$ cat src/hdl/sse_pkg.sv
`default_nettype none
package sse_pkg;

  localparam int CAPACITY = 64;
  localparam int ELEM_W   = 32;
  localparam int IDX_W    = $clog2(CAPACITY);
  localparam int CNT_W    = IDX_W + 1;

  typedef enum logic [1:0] {
    OP_INSERT = 2'd0,
    OP_REMOVE = 2'd1,
    OP_LOOKUP = 2'd2
  } sse_op_t;

  typedef enum logic [3:0] {
    ST_IDLE,
    ST_SRD,
    ST_SCMP,
    ST_DECIDE,
    ST_URD,
    ST_UWR,
    ST_DRD,
    ST_DWR
  } sse_state_t;

  typedef enum logic [1:0] {
    RD_IDX,
    RD_IDXM1,
    RD_IDXP1
  } sse_rdsel_t;

  typedef enum logic {
    WR_RD,
    WR_KEY
  } sse_wrsel_t;

  typedef struct packed {
    logic       load;
    logic       idx_inc;
    logic       idx_dec;
    logic       idx_ld_cnt;
    logic       idx_ld_pos;
    logic       pos_ld;
    logic       found_set;
    logic       rd_en;
    sse_rdsel_t rd_sel;
    logic       wr_en;
    sse_wrsel_t wr_sel;
    logic       cnt_inc;
    logic       cnt_dec;
    logic       finish;
    logic       res_success;
    logic       res_reject;
  } sse_cmd_t;

  typedef struct packed {
    logic    scan_end;
    logic    eq;
    logic    gt;
    logic    found;
    logic    full;
    logic    up_done;
    logic    dn_done;
    sse_op_t op;
  } sse_stat_t;

endpackage
`default_nettype wire

$ cat src/hdl/sse_datapath.sv
`default_nettype none
module sse_datapath
  import sse_pkg::*;
(
  input  wire logic                     clk,
  input  wire logic                     rst_n,
  input  wire sse_cmd_t                 cmd,
  input  wire logic [1:0]               in_operation,
  input  wire logic signed [ELEM_W-1:0] in_element,
  output sse_stat_t                     stat,
  output logic                          out_valid,
  output logic                          out_success,
  output logic                          out_full_reject,
  output logic [CNT_W-1:0]              out_element_count,
  output logic                          out_is_empty
);

  logic signed [ELEM_W-1:0] mem [CAPACITY];

  logic [1:0]               op_r;
  logic signed [ELEM_W-1:0] key_r;
  logic signed [ELEM_W-1:0] rd_data_r;
  logic [CNT_W-1:0]         idx_r, idx_nxt;
  logic [CNT_W-1:0]         pos_r;
  logic [CNT_W-1:0]         cnt_r, cnt_nxt;
  logic                     found_r;
  logic                     out_valid_r;
  logic                     out_success_r;
  logic                     out_reject_r;
  logic [CNT_W-1:0]         out_count_r;
  logic [CNT_W-1:0]         rd_addr;
  logic [CNT_W-1:0]         wr_addr;
  logic signed [ELEM_W-1:0] wr_data;

  always_comb begin
    case (cmd.rd_sel)
      RD_IDXM1: rd_addr = idx_r - CNT_W'(1);
      RD_IDXP1: rd_addr = idx_r + CNT_W'(1);
      default:  rd_addr = idx_r;
    endcase
    if (cmd.wr_sel == WR_KEY) begin
      wr_addr = pos_r;
      wr_data = key_r;
    end else begin
      wr_addr = idx_r;
      wr_data = rd_data_r;
    end
  end

  always_ff @(posedge clk) begin
    if (cmd.wr_en) begin
      mem[wr_addr[IDX_W-1:0]] <= wr_data;
    end
    if (cmd.rd_en) begin
      rd_data_r <= mem[rd_addr[IDX_W-1:0]];
    end
  end

  always_comb begin
    idx_nxt = idx_r;
    if (cmd.load) begin
      idx_nxt = '0;
    end else if (cmd.idx_ld_cnt) begin
      idx_nxt = cnt_r;
    end else if (cmd.idx_ld_pos) begin
      idx_nxt = pos_r;
    end else if (cmd.idx_inc) begin
      idx_nxt = idx_r + CNT_W'(1);
    end else if (cmd.idx_dec) begin
      idx_nxt = idx_r - CNT_W'(1);
    end
    cnt_nxt = cnt_r;
    if (cmd.cnt_inc) begin
      cnt_nxt = cnt_r + CNT_W'(1);
    end else if (cmd.cnt_dec) begin
      cnt_nxt = cnt_r - CNT_W'(1);
    end
  end

  always_ff @(posedge clk) begin
    if (!rst_n) begin
      cnt_r       <= '0;
      out_valid_r <= 1'b0;
    end else begin
      cnt_r       <= cnt_nxt;
      out_valid_r <= cmd.finish;
    end
  end

  always_ff @(posedge clk) begin
    idx_r <= idx_nxt;
    if (cmd.load) begin
      op_r    <= in_operation;
      key_r   <= in_element;
      found_r <= 1'b0;
    end else if (cmd.found_set) begin
      found_r <= 1'b1;
    end
    if (cmd.pos_ld) begin
      pos_r <= idx_r;
    end
    if (cmd.finish) begin
      out_success_r <= cmd.res_success;
      out_reject_r  <= cmd.res_reject;
      out_count_r   <= cnt_nxt;
    end
  end

  always_comb begin
    stat.scan_end = (idx_r == cnt_r);
    stat.eq       = (rd_data_r == key_r);
    stat.gt       = (rd_data_r > key_r);
    stat.found    = found_r;
    stat.full     = (cnt_r == CNT_W'(CAPACITY));
    stat.up_done  = (idx_r == pos_r);
    stat.dn_done  = ((idx_r + CNT_W'(1)) >= cnt_r);
    stat.op       = sse_op_t'(op_r);
  end

  assign out_valid         = out_valid_r;
  assign out_success       = out_success_r;
  assign out_full_reject   = out_reject_r;
  assign out_element_count = out_count_r;
  assign out_is_empty      = (out_count_r == '0);

endmodule
`default_nettype wire

$ cat src/hdl/sse_ctrl.sv
`default_nettype none
module sse_ctrl
  import sse_pkg::*;
(
  input  wire logic      clk,
  input  wire logic      rst_n,
  input  wire logic      start,
  input  wire sse_stat_t stat,
  output sse_cmd_t       cmd,
  output logic           busy
);

  sse_state_t state_r, state_nxt;

  always_ff @(posedge clk) begin
    if (!rst_n) begin
      state_r <= ST_IDLE;
    end else begin
      state_r <= state_nxt;
    end
  end

  always_comb begin
    state_nxt = state_r;
    cmd       = '0;
    unique case (state_r)
      ST_IDLE: begin
        if (start) begin
          cmd.load  = 1'b1;
          state_nxt = ST_SRD;
        end
      end
      ST_SRD: begin
        if (stat.scan_end) begin
          cmd.pos_ld = 1'b1;
          state_nxt  = ST_DECIDE;
        end else begin
          cmd.rd_en  = 1'b1;
          cmd.rd_sel = RD_IDX;
          state_nxt  = ST_SCMP;
        end
      end
      ST_SCMP: begin
        // Entries are ascending, so the first one not below the key ends the scan.
        if (stat.eq) begin
          cmd.found_set = 1'b1;
          cmd.pos_ld    = 1'b1;
          state_nxt     = ST_DECIDE;
        end else if (stat.gt) begin
          cmd.pos_ld = 1'b1;
          state_nxt  = ST_DECIDE;
        end else begin
          cmd.idx_inc = 1'b1;
          state_nxt   = ST_SRD;
        end
      end
      ST_DECIDE: begin
        unique case (stat.op)
          OP_INSERT: begin
            if (stat.found || stat.full) begin
              cmd.finish     = 1'b1;
              cmd.res_reject = !stat.found;
              state_nxt      = ST_IDLE;
            end else begin
              cmd.idx_ld_cnt = 1'b1;
              state_nxt      = ST_URD;
            end
          end
          OP_REMOVE: begin
            if (stat.found) begin
              cmd.idx_ld_pos = 1'b1;
              state_nxt      = ST_DRD;
            end else begin
              cmd.finish = 1'b1;
              state_nxt  = ST_IDLE;
            end
          end
          OP_LOOKUP: begin
            cmd.finish      = 1'b1;
            cmd.res_success = stat.found;
            state_nxt       = ST_IDLE;
          end
          default: begin
            cmd.finish = 1'b1;
            state_nxt  = ST_IDLE;
          end
        endcase
      end
      ST_URD: begin
        if (stat.up_done) begin
          cmd.wr_en       = 1'b1;
          cmd.wr_sel      = WR_KEY;
          cmd.cnt_inc     = 1'b1;
          cmd.finish      = 1'b1;
          cmd.res_success = 1'b1;
          state_nxt       = ST_IDLE;
        end else begin
          cmd.rd_en  = 1'b1;
          cmd.rd_sel = RD_IDXM1;
          state_nxt  = ST_UWR;
        end
      end
      ST_UWR: begin
        cmd.wr_en   = 1'b1;
        cmd.wr_sel  = WR_RD;
        cmd.idx_dec = 1'b1;
        state_nxt   = ST_URD;
      end
      ST_DRD: begin
        if (stat.dn_done) begin
          cmd.cnt_dec     = 1'b1;
          cmd.finish      = 1'b1;
          cmd.res_success = 1'b1;
          state_nxt       = ST_IDLE;
        end else begin
          cmd.rd_en  = 1'b1;
          cmd.rd_sel = RD_IDXP1;
          state_nxt  = ST_DWR;
        end
      end
      ST_DWR: begin
        cmd.wr_en   = 1'b1;
        cmd.wr_sel  = WR_RD;
        cmd.idx_inc = 1'b1;
        state_nxt   = ST_DRD;
      end
      default: begin
        state_nxt = ST_IDLE;
      end
    endcase
  end

  assign busy = (state_r != ST_IDLE);

endmodule
`default_nettype wire

$ cat src/hdl/sorted_set_engine.sv
// Operation: the scan reads and compares the entries in turn until the first one not below
// the key or the end of the store; a look up, refused insert or missed remove then strobes
// the result. An insert shifts the entries from that place on up by one, last first, and
// writes the key; a remove shifts the entries after it down by one. Throughput: one item at
// a time; busy drops in the strobe cycle, so the next transfer can be accepted in that cycle.
// Reset clears the count and the controller; no clearing pass. The receiver cannot stall.
`default_nettype none
module sorted_set_engine
  import sse_pkg::*;
(
  input  wire logic                     clk,
  input  wire logic                     rst_n,
  input  wire logic                     start,
  output logic                          busy,
  input  wire logic [1:0]               in_operation,
  input  wire logic signed [ELEM_W-1:0] in_element,
  output logic                          out_valid,
  output logic                          out_success,
  output logic                          out_full_reject,
  output logic [CNT_W-1:0]              out_element_count,
  output logic                          out_is_empty
);

  sse_cmd_t  cmd;
  sse_stat_t stat;

  sse_ctrl u_ctrl (
    .clk   (clk),
    .rst_n (rst_n),
    .start (start),
    .stat  (stat),
    .cmd   (cmd),
    .busy  (busy)
  );

  sse_datapath u_dp (
    .clk               (clk),
    .rst_n             (rst_n),
    .cmd               (cmd),
    .in_operation      (in_operation),
    .in_element        (in_element),
    .stat              (stat),
    .out_valid         (out_valid),
    .out_success       (out_success),
    .out_full_reject   (out_full_reject),
    .out_element_count (out_element_count),
    .out_is_empty      (out_is_empty)
  );

endmodule
`default_nettype wire

$ cat config.mk
export PLATFORM = sky130hd
export DESIGN_NAME = sorted_set_engine
export DESIGN_NICKNAME = d
export VERILOG_FILES = /design/src/hdl/sse_pkg.sv /design/src/hdl/sse_datapath.sv /design/src/hdl/sse_ctrl.sv /design/src/hdl/sorted_set_engine.sv
export SDC_FILE = /design/constraint.sdc
export NUM_CORES = 2
export LEC_CHECK = 0
export BUFFER_PORTS_ARGS = -buffer_cell sky130_fd_sc_hd__buf_2
export CORE_ASPECT_RATIO = 1.75
export CORE_MARGIN = 2
export CORE_UTILIZATION = 30
export CTS_BUF_LIST = sky130_fd_sc_hd__clkbuf_4 sky130_fd_sc_hd__clkbuf_8 sky130_fd_sc_hd__clkbuf_16
export DETAILED_ROUTE_END_ITERATION = 7
export GPL_ROUTABILITY_DRIVEN = 0
export REMOVE_ABC_BUFFERS = 1
export SYNTH_ARGS = -nofsm -noshare
export SYNTH_HDL_FRONTEND = slang
export SYNTH_SLANG_ARGS = --single-unit
$ cat constraint.sdc
create_clock -name clk -period 5.2 [get_ports clk]
set_clock_uncertainty 0.15 [all_clocks]
set_input_delay 0.52 -clock clk [delete_from_list [all_inputs] [get_ports clk]]
set_output_delay 0.52 -clock clk [all_outputs]
set_load 0.1 [all_outputs]
; Yosys cells after proc, flatten, opt, wreduce, memory -nomap -nowiden
; Memory sizes are Yosys's and may differ from the RTL's. A register that Yosys moved wholly into a read port is not among the register bits.
; Cells that the tools add are included.
[word_totals]
register_bits = 70
latchBits = 0
mem_bits_rw = 2048
rom_bits = 0
input_bits = 37
out_inout_bits = 12
wordCells = 96
mem_count = 1
[memory_table]
columns = memory, depth, word_bits, read_ports, rd_ports_with_merged_regs, wr, line_no
row1 = u_dp.mem, 64, 32, 1, 1, 1, sse_datapath.sv:18  ; logic signed [ELEM_W-1:0] mem [CAPACITY];
[classes]
addsub = 4
mul = 0
div_mod_pow = 0
magnitude_cmp = 2
n_eq_ne = 16
n_shift = 0
mux = 53
n_bitwise = 0
n_reduce_logical = 9
[op_table]
columns = operator, count
row1 = 2-to-1 mux 7 bit, 6
row2 = == test 32 bit, 1
row3 = greater-than comparator 32 bit, 1
row4 = 2-to-1 mux 32 bit, 1
row5 = one-hot mux 4 bit (8 select lines), 1
row6 = 2-to-1 mux 3 bit, 9
row7 = 2-to-1 mux 1 bit, 22
row8 = == test 4 x 3 -> 1 bit (second input constant), 4
row9 = adder 7 x 1 -> 7 bit (second input constant), 2
row10 = == test 7 bit, 2
row11 = subtractor 7 x 1 -> 7 bit (second input constant), 2
row12 = one-hot mux 6 bit (2 select lines), 1
row13 = one-hot mux 3 bit (3 select lines), 1
row14 = == test 4 x 2 -> 1 bit (second input constant), 2
row15 = 2-to-1 mux 2 bit, 4
row16 = nonzero test 4 bit, 2
row17 = == test 7 bit (second input constant), 1
row18 = >= comparator 7 bit, 1
row19 = logical NOT 7 bit, 1
row20 = 2-to-1 mux 6 bit, 1
row21 = one-hot mux 1 bit (2 select lines), 3
row22 = one-hot mux 2 bit (3 select lines), 1
row23 = one-hot mux 3 bit (2 select lines), 1
row24 = == test 2 x 1 -> 1 bit (second input constant), 2
row25 = 11 further kinds, 12

; Depth between registers and ports, before layout
[logic_depth]
word_depth = 7
depth_mapped = 26
mapped_depth_nobuf = 21

; Modules after synthesis
; From an unflattened synthesis, not the netlist that was laid out.
[unflattened]
cells_unflattened = 4518
hier_area_um2 = 85797.3
[by_module_without_submodules]
columns = mod, n_inst, cells_each, area_each_um2, seq_area_each_um2
row1 = sse_datapath, 1, 4459, 85375.6, 64281.7
row2 = sse_ctrl, 1, 59, 421.7, 60.1

; Worst setup path after synthesis
; No wires, ideal clock.
[synth_path]
path_type = register to register
startpoint = register u_dp.idx_r[0]
endpoint = register u_dp.rd_data_r[10], read port of u_dp.mem (data pin)
setup_time_ps = 265
arrival_time_ps = 4689
required_ps = 4785
slack_ps = 96
stages_incl_launch_ff = 22
n_path_buf = 4
period_less_slack_ps = 5104
cell_sequence = dfxtp_1 -> buf_2 -> inv_1 -> ha_1 -> ha_1 -> a21o_1 -> a21o_1 -> a21o_1 -> a21oi_1 -> o21bai_1 -> a21o_1 -> or2_2 -> ha_1 -> buf_2 -> o21ai_2 -> clkbuf_1 -> clkbuf_1 -> mux4_2 -> a211oi_1 -> a21oi_1 -> mux2i_1 -> mux2i_1
[synth_between]
elab_chain_cells = 6
word_cells_on_any_way = 12
cone_classes = 2 x add/sub / 1 x order compare / 4 x eq/ne / 5 x mux
[synth_lines]
columns = item, line_no
row1 = from (decl), sse_datapath.sv:23  ; logic [CNT_W-1:0] idx_r, idx_nxt;
row2 = from (signal assigned), sse_datapath.sv:91  ; idx_r <= idx_nxt;
row3 = adder 7 x 1 -> 7 bit, sse_datapath.sv:38  ; RD_IDXP1: rd_addr = idx_r + CNT_W'(1);
row4 = >= comparator 7 bit, sse_datapath.sv:116  ; stat.dn_done = ((idx_r + CNT_W'(1)) >= cnt_r);
row5 = 2-to-1 mux 3 bit, sse_ctrl.sv:110  ; if (stat.dn_done) begin
row6 = one-hot mux 3 bit (3 select lines), sse_ctrl.sv:26  ; unique case (state_r)
row7 = == test 2 bit / == test 2 x 1 -> 1 bit (equally long branches), sse_datapath.sv:36  ; case (cmd.rd_sel)
row8 = one-hot mux 6 bit (2 select lines), sse_datapath.sv:36
row9 = to (decl), sse_datapath.sv:22  ; logic signed [ELEM_W-1:0] rd_data_r;
; Several ways; a longest one is shown, not always the timed one.
; A chain may end at the register's enable or synchronous reset.

; Worst setup path after layout
[layout_path]
startpoint = register u_dp.idx_r[0]
endpoint = register u_dp.rd_data_r[8], read port of u_dp.mem (data pin)
; Same word-level chain as after synthesis.

==> run_results.csv <==
group,metric,value,unit
run_status,status,"finished, final reports clean",
critical_path,crit_buf_inv,6,
critical_path,cpPeakStageDelay,0.49,ns
clock_tree,cts_buffers,182,
yosys,ys.flop_type,"edfxtp_1",
floorplan,die_x,406,µm
timing,relSlewSlack,27.8,%
critical_path,endpoint_kind,"flip-flop",
drt,via_per_inst,5.02,
worst_hold_path,worst_hold_path_type,"in2reg",
critical_path,crit_family,"compound AO/OA/AOI/OAI gates",
power,p_sw,0.0198,W
global_route,grt_pass1_wl,339,mm
finish,nFillCells,25700,
critical_path,critPathLaunch,"u_dp.idx_r[0]",
global_route,grt_overflow,0,
drt,via_count,43000,
floorplan,die_y,707,µm
power,power_frac_seq,37.1,%
placed_design,port_buffers,48,
yosys,netlist_area,84700,µm²
global_route,grt_usage,16.6,%
finish,drive_gt1_share,36.1,%
worst_hold_path,whs_path_depth,2,
floorplan,rows,258,
clock_tree,clockBufferDepth,4,
global_route,grt_pass1_vias,44800,
finish,instances_no_fill,8568,
yosys,ys_seq_area_share,76.0,%
timing,hold_viol_final,0,
global_route,grt_start_max_net_pins,65,
finish,nets,4738,
critical_path,r2r-end,"u_dp.rd_data_r[8]",
drt,ant_nets,0,
power,power.density,580,nW/µm²
critical_path,path_max_fanout,9,
yosys,synthCells,4013,
critical_path,critical_path_arrival,5.57,ns
placed_design,dp_slack,-0.641,ns
power,p_int,0.0401,W
global_route,antenna_found_initial,12,
global_route,use_met3,1.50,%
critical_path,crit-reg2reg-launch,"u_dp.idx_r[0]",
yosys,synth.avg_cell_area,21.1,µm²
critical_path,worst-path-stages,24,
critical_path,r2r_cells,24,
global_route,use_met2,30.2,%
global_route,grt_most_used_layer,"met2",
critical_path,path_common_cell,"a21o_1",
critical_path,path_cells,"buf_6 -> ha_4 -> xor2_4 -> ha_1 -> a21o_1 -> a21o_1 -> a21oi_2 -> o21bai_1 -> a21o_1 -> or2_4 -> ha_4 -> nor3_4 -> a21oi_4 -> buf_12 -> buf_12 -> buf_16 -> mux4_2 -> nor2b_1 -> a211oi_2 -> buf_4 -> a21oi_1 -> buf_4 -> mux2i_2 -> mux2i_1",
worst_hold_path,min_to,"u_dp.op_r[0]",
timing,worst-slew-pin-transition,1.08,ns
power,comb_power_share,38.8,%
critical_path,critPathKind,"reg2reg",
timing,maxSlewViolCount,0,
clock_tree,cts_tree,"built",
yosys,synth_edf_count,2130,
worst_hold_path,hold_start,"in_operation[0]",
yosys,synthArstFlopShare,0,%
floorplan,io_pins,49,
timing,setup_ws,0.0423,ns
clock_tree,clk_pin_slew,0.07,ns
global_route,grtUsageMet1,18.4,%
timing,setup_viol,0,
drt,drc,0,
placed_design,dp_cells,8086,
floorplan,start_util,30.1,%
placed_design,dp_hpwl,147,mm
drt,routed_wl,243,mm
drt,wl_per_cell,28.3,µm
yosys,ys_warn_count,0,
yosys,yosysUniqueCellTypes,63,
drt,drt_iter0_drc,4066,
yosys,yosys_register_bits,2149,
critical_path,worstSetupStartpointType,"flip-flop",
run,maxCapViolCount,0,
critical_path,timing.reg2reg.setup_slack,0.04,ns
timing,min_period,5.16,ns
power,clockPowerShare,24.0,%
clock_tree,numClockSinks,2149,
clock_tree,htreeDepth,4,
power,switching_share,33.0,%
drt,drt-pass1-iter-count,5,
power,p_leak,33.9,nW
floorplan,die_area,287000,µm²
timing,fmax,194,MHz
finish,synthToLayoutAreaGrowth,22.0,%
clock_tree,clock_latency,0.83,ns
clock_tree,cts-root-buf,"clkbuf_16",
floorplan,core_area,281000,µm²
power,ir_drop,0.415,mV
timing,rsz0062_at_grt,"true",
timing,min_period_over_period,99.2,%
critical_path,critical_path_required,5.61,ns
critical_path,slowest_stage,"mux4_2",
[cell families (layout without fill, tap and decap cells)]
kind of cell    after synthesis  after routing  synth area share (%)
compound gates              395            395                  2.93
other cells                   0              4                     0
xor+xnor                     27             27                 0.279
flops                      2149           2149                  76.0
mux                         740            740                  16.3
fa+ha+maj                    46             46                 0.680
buf+inv                     279           1060                  1.47
simple gates                377            377                  2.33
[per-layer routing]
| metal | part of all wire (%) | vias to the layer above | wire length [µm] |
|---|---|---|---|
| met2 | 53 | 1535 | 128000 |
| li1 | - | 17900 | - |
| met1 | 35 | 23100 | 84900 |
| met3 | 4.5 | 456 | 11000 |
| met4 | 7.5 | 2 | 18300 |
| met5 | 0.0029 | - | 7 |
[worst register-to-register path, stage by stage, from the launching register on]
cell      delay (ns)
dfxtp_2         0.35
buf_6           0.13
ha_4            0.17
xor2_4          0.18
ha_1            0.25
a21o_1          0.16
a21o_1          0.16
a21oi_2         0.16
o21bai_1        0.08
a21o_1          0.20
or2_4           0.24
ha_4            0.31
nor3_4          0.06
a21oi_4         0.13
buf_12          0.17
buf_12          0.20
buf_16          0.18
mux4_2          0.50
nor2b_1         0.15
a211oi_2        0.21
buf_4           0.16
a21oi_1         0.06
buf_4           0.22
mux2i_2         0.20
mux2i_1         0.10
[cell usage after synthesis, drive strengths merged (3+ instances only)]
| master | count | area (µm²) |
|---|---|---|
| nand4 | 14 | 87.6 |
| a21oi | 162 | 815 |
| mux2i | 228 | 2280 |
| xor2 | 10 | 87.6 |
| clkbuf | 96 | 360 |
| or3 | 10 | 70.1 |
| xnor2 | 17 | 149 |
| nor2 | 87 | 327 |
| nand3 | 23 | 115 |
| o31ai | 3 | 22.5 |
| edfxtp | 2130 | 64000 |
| mux4 | 512 | 11500 |
| nor4 | 6 | 37.5 |
| a211oi | 128 | 961 |
| o211ai | 7 | 57.6 |
| nand2b | 8 | 50.1 |
| inv | 54 | 203 |
| nor3 | 12 | 60.1 |
| a22oi | 4 | 30.0 |
| dfxtp | 19 | 380 |
| a221oi | 4 | 35.0 |
| o21ai | 57 | 297 |
| ha | 46 | 576 |
| and2 | 6 | 40.0 |
| and3 | 3 | 18.8 |
| a21o | 9 | 67.6 |
| nor2b | 130 | 813 |
| buf | 129 | 683 |
| a31oi | 5 | 46.3 |
| nand2 | 66 | 248 |
[placed cells by master, fill, tap and decap left out, drive strengths merged, types with 57 or more instances in the layout]
cell	count
mux4	512
nor2	87
nand2	66
a211oi	128
buf	641
o21ai	57
a21oi	162
nor2b	130
edfxtp	2130
inv	60
mux2i	228
clkinv	61
clkbuf	218
[what timing repair did]
item	in CTS	in global routing
pin swaps	13	33
hold buffers	36	0
setup endpoints to repair	32	32
buffers inserted	57	53
cloned	13	4
gates resized for setup	154	152
endpoints found under the hold margin	48	0
[power by group through the flow]
stage | Sequential, W | Combinational (W) | Clock [W]
floorplan | 0.0225 | 0.00966 | 0
global placement | 0.0226 | 0.0206 | 0
detailed placement | 0.0226 | 0.0209 | 0
CTS | 0.0222 | 0.0226 | 0.0146
global route | 0.0223 | 0.0243 | 0.0152
finish | 0.0223 | 0.0233 | 0.0144
[flip-flops by register name, indices dropped and copies added, names as in the netlist]
register and cells:
u_dp.mem 2048, u_dp.key_r 32, u_dp.rd_data_r 32, u_dp.cnt_r 7
u_dp.idx_r 7, u_dp.out_element_count 7, u_dp.pos_r 7, u_ctrl.state_r 3
u_dp.op_r 2, u_dp.found_r 1, u_dp.out_full_reject 1, u_dp.out_success 1
u_dp.out_valid 1
[final cells by class]
| class | instances | area (µm²) | share of cell area (%) |
|---|---|---|---|
| Sequential cell | 2149 | 64300 | 62.3 |
| Multi-Input combinational cell | 1585 | 20800 | 20.2 |
| Timing Repair Buffer | 683 | 7010 | 6.78 |
| Clock buffer | 214 | 4860 | 4.71 |
| Tap cell | 3770 | 4720 | 4.57 |
| Clock inverter | 109 | 1310 | 1.27 |
| Inverter | 54 | 203 | 0.196 |
| Antenna cell | 4 | 10.0 | 0.00969 |
[worst max-delay path by stage]
stage	slack (ns)	to
6_report	0.04	u_dp.rd_data_r[8]
3_3_place_gp	-0.69	u_dp.rd_data_r[15]
2_1_floorplan	-46.03	u_dp.rd_data_r[0]
3_5_place_dp	-0.64	u_dp.rd_data_r[15]
5_1_grt	-0.12	u_dp.rd_data_r[30]
4_1_cts	0.02	u_dp.rd_data_r[6]
[stage by stage]
stage           TNS, ns  total power, W  utilization, %  hold WS (ns)  instance area, µm²
2_1_floorplan  -3051.72          0.0321               -         0.323               83600
6_report              0          0.0599            36.7         0.256              103000
3_5_place_dp     -13.03          0.0435            33.4         0.389               94100
3_3_place_gp     -13.47          0.0432            33.4         0.362               94100
4_1_cts               0          0.0595            36.3         0.202              102000
5_1_grt           -1.58          0.0618            36.7         0.250              103000
No activity file was read; power rests on OpenSTA's default activity.
